### config.mk
export PLATFORM = sky130hd
export DESIGN_NAME = stage_slot_cache_policy_unit
export DESIGN_NICKNAME = d
export VERILOG_FILES = /design/src/rtl/core/sscp_pkg.sv /design/src/rtl/core/sscp_decide.sv /design/src/rtl/core/stage_slot_cache_policy_unit.sv
export SDC_FILE = /design/constraint.sdc
export NUM_CORES = 1
export LEC_CHECK = 0
export BUFFER_PORTS_ARGS = -buffer_cell sky130_fd_sc_hd__buf_2
export CAP_MARGIN = 30
export CORE_ASPECT_RATIO = 1.4
export CORE_MARGIN = 10
export CORE_UTILIZATION = 50
export CTS_CLUSTER_DIAMETER = 80
export CTS_CLUSTER_SIZE = 25
export DETAILED_ROUTE_END_ITERATION = 8
export PLACE_DENSITY = 0.67
export SYNTH_ARGS = -nofsm -noshare
export SYNTH_HDL_FRONTEND = slang
export SYNTH_SLANG_ARGS = --single-unit
### constraint.sdc
create_clock -name clk -period 7.17 [get_ports clk]
set_clock_uncertainty 0.1 [all_clocks]
set_input_delay 1.0755 -clock clk [delete_from_list [all_inputs] [get_ports clk]]
set_output_delay 1.0755 -clock clk [all_outputs]
set_load 0.01 [all_outputs]
### src/rtl/core/sscp_pkg.sv
// Shared types, sizes and request codes of the stage slot cache policy unit.
package sscp_pkg;

  localparam int NUM_SLOTS    = 3;
  localparam int STAGE_BITS   = 8;
  localparam int IDX_W        = (NUM_SLOTS > 2) ? $clog2(NUM_SLOTS) : 1;
  localparam int SLOT_FIELD_W = 2;

  localparam logic [1:0] OP_SWITCH = 2'd0;
  localparam logic [1:0] OP_LOAD   = 2'd1;
  localparam logic [1:0] OP_CLEAR  = 2'd2;

  typedef logic [IDX_W-1:0]      idx_t;
  typedef logic [STAGE_BITS-1:0] stg_t;

  typedef struct packed {
    logic [1:0] op;
    logic [7:0] stage;
  } req_t;

  typedef struct packed {
    logic                    ok;
    logic [SLOT_FIELD_W-1:0] slot;
    logic                    current_valid;
  } rsp_t;

  // Outcome of one request, applied to the slot state by the top level.
  typedef struct packed {
    logic ok;
    logic wr_en;
    idx_t wr_idx;
    logic clr;
    idx_t cur_idx;
    logic has_cur;
  } dec_t;

  // The reported slot carries the low bits of the index, zero extended.
  function automatic logic [SLOT_FIELD_W-1:0] slot_field(input idx_t idx);
    logic [IDX_W+SLOT_FIELD_W-1:0] ext;
    begin
      ext = {{SLOT_FIELD_W{1'b0}}, idx};
      return ext[SLOT_FIELD_W-1:0];
    end
  endfunction

endpackage

### src/rtl/core/sscp_decide.sv
// Lookup and victim selection for one request against the current slot state.
module sscp_decide (
  input  sscp_pkg::req_t                         req,
  input  logic [sscp_pkg::NUM_SLOTS-1:0]         valid,
  input  sscp_pkg::stg_t [sscp_pkg::NUM_SLOTS-1:0] stages,
  input  sscp_pkg::idx_t                         cur,
  input  logic                                   has_cur,
  output sscp_pkg::dec_t                         dec
);
  import sscp_pkg::*;

  stg_t                 stg;
  logic [NUM_SLOTS-1:0] match;
  logic                 cur_hit;
  logic                 any_hit;
  idx_t                 hit_idx;
  logic                 any_empty;
  idx_t                 empty_idx;
  idx_t                 far_idx;
  stg_t                 far_dist;
  stg_t                 span [NUM_SLOTS];

  assign stg = req.stage[STAGE_BITS-1:0];

  always_comb begin
    for (int i = 0; i < NUM_SLOTS; i++) begin
      match[i] = valid[i] && (stages[i] == stg);
      span[i]  = (stages[i] > stg) ? stages[i] - stg : stg - stages[i];
    end
  end

  always_comb begin
    cur_hit = 1'b0;
    for (int i = 0; i < NUM_SLOTS; i++) begin
      if (cur == IDX_W'(i) && match[i]) begin
        cur_hit = 1'b1;
      end
    end
  end

  // Lowest matching slot and lowest empty slot.
  always_comb begin
    any_hit   = 1'b0;
    hit_idx   = '0;
    any_empty = 1'b0;
    empty_idx = '0;
    for (int i = NUM_SLOTS - 1; i >= 0; i--) begin
      if (match[i]) begin
        any_hit = 1'b1;
        hit_idx = IDX_W'(i);
      end
      if (!valid[i]) begin
        any_empty = 1'b1;
        empty_idx = IDX_W'(i);
      end
    end
  end

  // Farthest stage; a later slot wins only on a strictly larger distance.
  always_comb begin
    far_idx  = '0;
    far_dist = '0;
    for (int i = 0; i < NUM_SLOTS; i++) begin
      if (span[i] > far_dist) begin
        far_dist = span[i];
        far_idx  = IDX_W'(i);
      end
    end
  end

  always_comb begin
    dec         = '0;
    dec.cur_idx = cur;
    dec.has_cur = has_cur;
    unique case (req.op)
      OP_SWITCH: begin
        if (has_cur && cur_hit) begin
          dec.ok = 1'b1;
        end else if (has_cur && any_hit) begin
          dec.ok      = 1'b1;
          dec.cur_idx = hit_idx;
        end
      end
      OP_LOAD: begin
        dec.ok      = 1'b1;
        dec.wr_en   = 1'b1;
        dec.wr_idx  = any_empty ? empty_idx : far_idx;
        dec.cur_idx = dec.wr_idx;
        dec.has_cur = 1'b1;
      end
      OP_CLEAR: begin
        dec.ok      = 1'b1;
        dec.clr     = 1'b1;
        dec.cur_idx = '0;
        dec.has_cur = 1'b0;
      end
      default: begin
        dec.ok = 1'b0;
      end
    endcase
  end

endmodule

### src/rtl/core/stage_slot_cache_policy_unit.sv
// Top level of the stage slot cache policy unit: slot state and result register.
//
//   channel | direction | handshake          | payload
//   in      | input     | in_valid, in_stall | in_data  (sscp_pkg::req_t)
//   out     | output    | out_valid, out_stall | out_data (sscp_pkg::rsp_t)
//
// Each request is decided in the cycle it is accepted and its result is
// registered, so the result appears in the next cycle; one request per cycle
// unless stalled, and it stalls only while out_stall holds a finished result.
// Synchronous reset empties every slot and drops the current slot pointer.
module stage_slot_cache_policy_unit (
  input  logic           clk,
  input  logic           rst,
  input  logic           in_valid,
  output logic           in_stall,
  input  sscp_pkg::req_t in_data,
  output logic           out_valid,
  input  logic           out_stall,
  output sscp_pkg::rsp_t out_data
);
  import sscp_pkg::*;

  logic [NUM_SLOTS-1:0]        valid;
  stg_t [NUM_SLOTS-1:0]        stages;
  idx_t                        cur;
  logic                        has_cur;
  dec_t                        dec;
  logic                        accept;

  assign in_stall = out_valid && out_stall;
  assign accept   = in_valid && !in_stall;

  sscp_decide u_decide (
    .req     (in_data),
    .valid   (valid),
    .stages  (stages),
    .cur     (cur),
    .has_cur (has_cur),
    .dec     (dec)
  );

  always_ff @(posedge clk) begin
    if (rst) begin
      valid   <= '0;
      cur     <= '0;
      has_cur <= 1'b0;
    end else if (accept) begin
      cur     <= dec.cur_idx;
      has_cur <= dec.has_cur;
      for (int i = 0; i < NUM_SLOTS; i++) begin
        if (dec.clr) begin
          valid[i] <= 1'b0;
        end else if (dec.wr_en && dec.wr_idx == IDX_W'(i)) begin
          valid[i] <= 1'b1;
        end
      end
    end
  end

  always_ff @(posedge clk) begin
    if (accept && dec.wr_en) begin
      for (int i = 0; i < NUM_SLOTS; i++) begin
        if (dec.wr_idx == IDX_W'(i)) begin
          stages[i] <= in_data.stage[STAGE_BITS-1:0];
        end
      end
    end
  end

  always_ff @(posedge clk) begin
    if (rst) begin
      out_valid <= 1'b0;
    end else if (accept) begin
      out_valid <= 1'b1;
    end else if (!out_stall) begin
      out_valid <= 1'b0;
    end
  end

  always_ff @(posedge clk) begin
    if (accept) begin
      out_data.ok            <= dec.ok;
      out_data.slot          <= dec.has_cur ? slot_field(dec.cur_idx) : '0;
      out_data.current_valid <= dec.has_cur;
    end
  end

endmodule

==> results of run 1 <==
## state kept, by name (all words and copies together), names as in the netlist
signal	flops
cur	2
has_cur	1
out_data	4
out_valid	1
stages	24
valid	3
## worst reg2reg max path: stages (launching register included)
cell and delay [ps]:
edfxtp_1 420, inv_1 80, ha_1 150, inv_1 50, fa_1 400, a21o_1 180, a21oi_1 230, o21bai_1 120
o22ai_2 380, mux2_2 410, ha_1 310, nor2b_1 130, o211ai_1 160, a21oi_1 90, o22ai_1 150, buf_4 180
mux2i_1 230, ha_1 280, a211oi_1 240, nor2_1 70, or3_1 300, o21ba_2 220, o21ai_1 220, nand3_1 120
nor3b_1 210, buf_4 220
## cells in the final DEF, fill, tap and decap left out, types with 7 or more instances in the layout
| master | n |
|---|---|
| nor2_1 | 25 |
| edfxtp_1 | 28 |
| o21ai_0 | 16 |
| xnor2_1 | 11 |
| mux2i_1 | 20 |
| nand4_1 | 8 |
| nand2_1 | 14 |
| buf_2 | 19 |
| inv_1 | 50 |
| nor3_1 | 9 |
| ha_1 | 65 |
| nor2b_1 | 9 |
| a21oi_1 | 34 |
| dfxtp_1 | 7 |
| xor2_1 | 7 |
## path summary, 6_finish.rpt
check | from | endpoint | slack (ps) | depth (start not counted)
setup / recovery | in_data[1] | stages[14] | 570 | 24
hold / removal | valid[2] | valid[2] | 380 | 2
setup reg to reg | stages[8] | stages[14] | 1230 | 25
hold reg to reg | valid[2] | valid[2] | 380 | 2
## cell type report
cell class / count / area (µm²)
clock buffers: 7 / 76.32
clock inverters: 1 / 5.005
fillers: 685 / 3274
inverters: 50 / 187.7
multi-input cells: 299 / 2482
flip-flops and latches: 35 / 980.9
well taps: 97 / 121.4
repair buffers: 25 / 140.1
## power groups by stage
stage | Combinational [mW] | Sequential [mW] | Clock (mW)
after detailed placement | 0.250 | 0.232 | 0
after global placement | 0.242 | 0.231 | 0
after CTS | 0.252 | 0.227 | 0.147
after floorplan | 0.180 | 0.232 | 0
final | 0.253 | 0.227 | 0.142
after global routing | 0.283 | 0.228 | 0.154
## kinds of logic (layout without fill, tap and decap cells)
| kind of cell | after synthesis | after routing | share of synthesized area [%] |
|---|---|---|---|
| AO/OA/AOI/OAI | 94 | 94 | 17.02 |
| AND/OR/NAND/NOR | 90 | 90 | 13.16 |
| adder cells (fa/ha/maj) | 71 | 71 | 25.24 |
| buffers and inverters | 57 | 83 | 6.360 |
| flip-flops | 35 | 35 | 26.52 |
| multiplexers | 26 | 26 | 7.442 |
| XOR/XNOR | 18 | 18 | 4.262 |
## through the flow
stage                     util [%]  hold slack (ps)
after floorplan                  -            336.7
after global placement       53.73            369.6
after detailed placement     53.83            368.3
after CTS                    54.95            385.3
after global routing         54.95            441.8
final                        54.95            375.7
## per-layer routing
metal  vias up  track usage (%)  routed length [µm]
met5         -                0                   0
met4         0            8.994                 324
met3        19            2.031                 195
met2        50            30.13                4683
met1      1391            16.44                3526
li1       1450                -                   -
==> results.yml, run 1 <==
cts:
  clock-root-buffer: "clkbuf_8"
  cts_buffer_depth: 2
  cts.clk_slew.worst_paths_ps: 70
  insertion_delay_ps: 290
  cts_buffers: 5
  htree_levels: 2
  cts_resized: 0
  cts_setup_buffers: 0
  cts_tree: "yes"
  cts_sinks: 35
  ctsHoldBuffers: 0
synthesis:
  yosysTopAreaCellShare_pct: 22.73
  synth_top_cells_by_area: "edfxtp_1 (23%), ha_1 (22%), mux2i_1 (5.4%), inv_1 (5.1%), a21oi_1 (4.6%)"
  ys_warn_count: 0
  syn_inst: 391
  synth.avg_cell_area_um2: 9.459
  synth_commonest_cells: "ha_1 (65), inv_1 (50), a21oi_1 (34), edfxtp_1 (28), nor2_1 (25)"
  synth.distinct_cells: 63
  synth_ff_type: "edfxtp_1"
  synth-edff-count: 28
  ys_seq_elements: 35
  syn-num-nets: 476
  seq_area_frac_synth_pct: 26.52
  syn_area_mm2: 0.003699
  yosysMostFrequentCell: "ha_1"
  async_flop_share_pct: 0
  synth_top_area_cell: "edfxtp_1"
finish:
  drive_above_1_share_pct: 11.99
  stdcell_area_mm2: 0.003994
  diodes: 0
  area_growth_pct: 7.984
  nets: 501
  layout.cells.non_filler: 514
timing:
  slew_viol_final: 0
  fin_ws_ps: 569.9
  grt_setup_unrepaired: "no"
  finalSetupTns_ps: 0
  min_period_ps: 6600
  finalHoldViolCount: 0
  tightest_slew_ps: 531.5
  max_freq_mhz: 151.5
  post-route-period-util_pct: 92.05
  relSlewSlack_pct: 64.19
  setup_viol: 0
setup_path:
  cp_top_family: "compound AO/OA/AOI/OAI gates"
  critPathLaunchType: "input pin"
  cp_max_fo: 10
  crit_buf_inv: 4
  crit_path_end_kind: "flop"
  crit_type: "input pin to flop"
  critPathRequiredTime_ps: 7070
  slowest_delay_ps: 500
  critPathArrivalTime_ps: 6500
  path_cells: "buf_2, inv_1, fa_1, a21o_1, a21oi_1, o21bai_1, o22ai_2, mux2_2, ha_1, nor2b_1, o211ai_1, a21oi_1, o22ai_1, buf_4, mux2i_1, ha_1, a211oi_1, nor2_1, or3_1, o21ba_2, o21ai_1, nand3_1, nor3b_1, buf_4"
  crit_slowest_cell: "fa_1"
placement:
  routabilityCongestion: 0.8595
  dp_cells: 506
  port_buffers: 19
  placed_area_mm2: 0.003913
  hpwl_um: 7346
  dp_slack_ps: 314.1
run_status:
  status: "finished, final reports clean"
detailed_routing:
  vias: 2910
  final_antenna_net_count: 0
  firstDrtPassIters: 4
  routed_wl_um: 8729
  drcViolationCount: 0
  drtIter0Drc: 183
  avgViaCountPerCell: 5.661
  wl_per_cell_um: 16.98
power_and_ir_drop:
  p_leak_nw: 1.846
  power_frac_seq_pct: 36.5
  power.internal_mw: 0.4000
  swShare_pct: 35.72
  p_per_area_mw_per_mm2: 155.8
  power_frac_comb_pct: 40.7
  pwr-share-clk_pct: 22.9
  p_sw_mw: 0.2223
  p_total_mw: 0.6223
  ir_drop_mv: 0.1283
floorplan:
  dieArea_mm2: 0.01129
  die_w_um: 92.69
  chipHeight_um: 121.8
  rows: 37
  io_pins: 20
  core_area_mm2: 0.007268
  initial_utilization_pct: 50.89
global_route:
  antenna_found_initial: 0
  grt_remaining_overflow: 0
  grt_pass1_vias: 3061
  grt_max_degree: 15
  grt_pass1_wl_um: 14370
  track_usage_pct: 15.94
run:
  maxCapViolCount: 0
worst_hold_path:
  hp-class: "flop to flop"
(Power assumes the default switching activity.)
==> run 2: changes to the inputs <==
Settings changed: ABC_AREA set to 1.
==> run 2 against run 1 <==
Effect of this change: via count up 21%; area after synthesis increased by 10%; count of clock-buffer cells in the layout stayed put; sequential power barely moved; combinational power rose by 11%.
==> results.yml, run 2 <==
run_status:
  status: "finished, final reports clean"
setup_path:
  critPathArrivalTime_ps: 6090
  critPathLaunchType: "input pin"
  crit_slowest_cell: "nor3_2"
  cp_max_fo: 11
  critPathRequiredTime_ps: 6980
  slowest_delay_ps: 530
  crit_path_end_kind: "flop"
  crit_type: "input pin to flop"
  cp_common_cell: "nand2_1"
finish:
  drive_above_1_share_pct: 11.73
  stdcell_area_mm2: 0.004370
  largest-register: "stages"
  area_growth_pct: 6.950
  nets: 638
  reg.largest.list: "stages x24, out_data x4, valid x3"
  final_cell_mix: "nand2_1 (123), inv_1 (86), ha_1 (65)"
  diodes: 0
  layout_commonest_cell: "nand2_1"
  largest_reg_flops: 24
floorplan:
  die_w_um: 96.41
  dieArea_mm2: 0.01224
  chipHeight_um: 127.0
  initial_utilization_pct: 50.75
  io_pins: 20
  rows: 39
  core_area_mm2: 0.008051
cts:
  cts_resized: 0
  cts_setup_buffers: 0
  clock-root-buffer: "clkbuf_16"
  cts_sinks: 35
  ctsHoldBuffers: 0
  insertion_delay_ps: 280
  cts_buffer_depth: 2
  cts.clk_slew.worst_paths_ps: 50
  cts_tree: "yes"
  htree_levels: 2
  cts_buffers: 5
detailed_routing:
  drtIter0Drc: 262
  firstDrtPassIters: 5
  drcViolationCount: 0
  final_antenna_net_count: 0
  vias: 3512
  routed_wl_um: 10240
  avgViaCountPerCell: 5.354
  wl_per_cell_um: 15.61
synthesis:
  synthAdderAreaFrac_pct: 22.84
  synth_top_cells_by_area: "edfxtp_1 (21%), ha_1 (20%), nand2_1 (11%), inv_1 (7.9%), a21oi_1 (5.4%)"
  seq_area_frac_synth_pct: 24.00
  synth-edff-count: 28
  ys_seq_elements: 35
  ys_warn_count: 0
  synth-simple-area-share_pct: 21.28
  synth_top_area_cell: "edfxtp_1"
  yosysMostFrequentCell: "nand2_1"
  syn-num-nets: 621
  synth.avg_cell_area_um2: 7.624
  yosysTopAreaCellShare_pct: 20.58
  yosys-mux-area-fraction_pct: 0.2449
  syn_inst: 536
  syn_area_mm2: 0.004086
  synth.distinct_cells: 42
  synth_commonest_cells: "nand2_1 (123), inv_1 (86), ha_1 (65), a21oi_1 (44), edfxtp_1 (28)"
  synth_top_family_by_area: "adder cells"
  synth-compound-area-share_pct: 15.71
  synth_ff_type: "edfxtp_1"
  synth_xor_xnor_area_share_pct: 5.144
  async_flop_share_pct: 0
placement:
  hpwl_um: 8769
  placed_area_mm2: 0.004233
  port_buffers: 19
  routabilityCongestion: 0.9259
power_and_ir_drop:
  ir_drop_mv: 0.1866
  p_per_area_mw_per_mm2: 162.4
  p_total_mw: 0.7097
  p_leak_nw: 2.200
global_route:
  global_route.usage.met2_pct: 30.92
  grt_remaining_overflow: 0
  use_met1_pct: 18.72
  grt_pass1_wl_um: 16480
  track_usage_pct: 17.22
  grt_max_degree: 13
  met3_usage_pct: 1.712
  grt_pass1_vias: 3415
  grt-busiest-layer: "met2"
  antenna_found_initial: 0
timing:
  finalHoldViolCount: 0
  post-route-period-util_pct: 87.60
  grt_setup_unrepaired: "no"
  fin_hold_ws_ps: 371.3
  tightest_slew_ps: 712.7
  min_period_ps: 6281
  setup_viol: 0
  relSlewSlack_pct: 52.31
  finalSetupTns_ps: 0
  max_freq_mhz: 159.2
  slew_viol_final: 0
worst_hold_path:
  hp-class: "flop to flop"
run:
  maxCapViolCount: 0
-- run 2: through the flow --
| step | utilization, % | worst slack [ps] | instances |
|---|---|---|---|
| after floorplan | - | 1895 | 536 |
| after global placement | 52.57 | 720.7 | 648 |
| after detailed placement | 52.57 | 568.6 | 648 |
| after CTS | 54.28 | 862.4 | 656 |
| after global routing | 54.28 | 331.3 | 656 |
| final | 54.28 | 889.3 | 656 |
-- run 2: power breakdown --
group	total [mW]	leakage (nW)	switching, mW	internal, mW
sequential	0.229	0.314	0.00316	0.226
combinational	0.280	1.82	0.177	0.103
clock	0.201	0.0679	0.0727	0.128
total	0.710	2.20	0.253	0.457
-- run 2: final timing paths --
check                                start         end  slack (ps)  depth (start not counted)
worst min-delay path             out_valid   out_valid         370                          2
worst max register to register   stages[8]  stages[12]        1650                         31
worst max-delay path            in_data[1]  stages[12]         890                         30
worst min register to register   out_valid   out_valid         370                          2
-- run 2: cells by family (layout without fill, tap and decap cells) --
logic type               Yosys count  count (layout)
AND/OR/NAND/NOR                  193             193
AO/OA/AOI/OAI                    108             108
buffers and inverters            104             122
adder cells (fa/ha/maj)           71              71
flip-flops                        35              35
XOR/XNOR                          24              24
multiplexers                       1               1
-- run 2: worst max-delay path: cells and delay by family --
| family | cells | cell delay, ps |
|---|---|---|
| AO/OA/AOI/OAI | 5 | 720 |
| adder cells (fa/ha/maj) | 3 | 1100 |
| buffers and inverters | 4 | 880 |
| AND/OR/NAND/NOR | 18 | 2320 |
-- run 2: final cells by class --
class / instances / area, µm²
flip-flops and latches: 35 / 980.9
clock inverters: 1 / 5.005
well taps: 102 / 127.6
repair buffers: 21 / 110.1
fillers: 762 / 3681
multi-input cells: 397 / 2665
clock buffers: 7 / 132.6
inverters: 93 / 349.1
-- run 2: metal layers --
layer	share of wire [%]	vias up	wire length (µm)
met5	0	-	0
met4	4.7	0	480
met3	3.7	30	378
met2	52	101	5299
met1	40	1587	4079
li1	-	1794	-
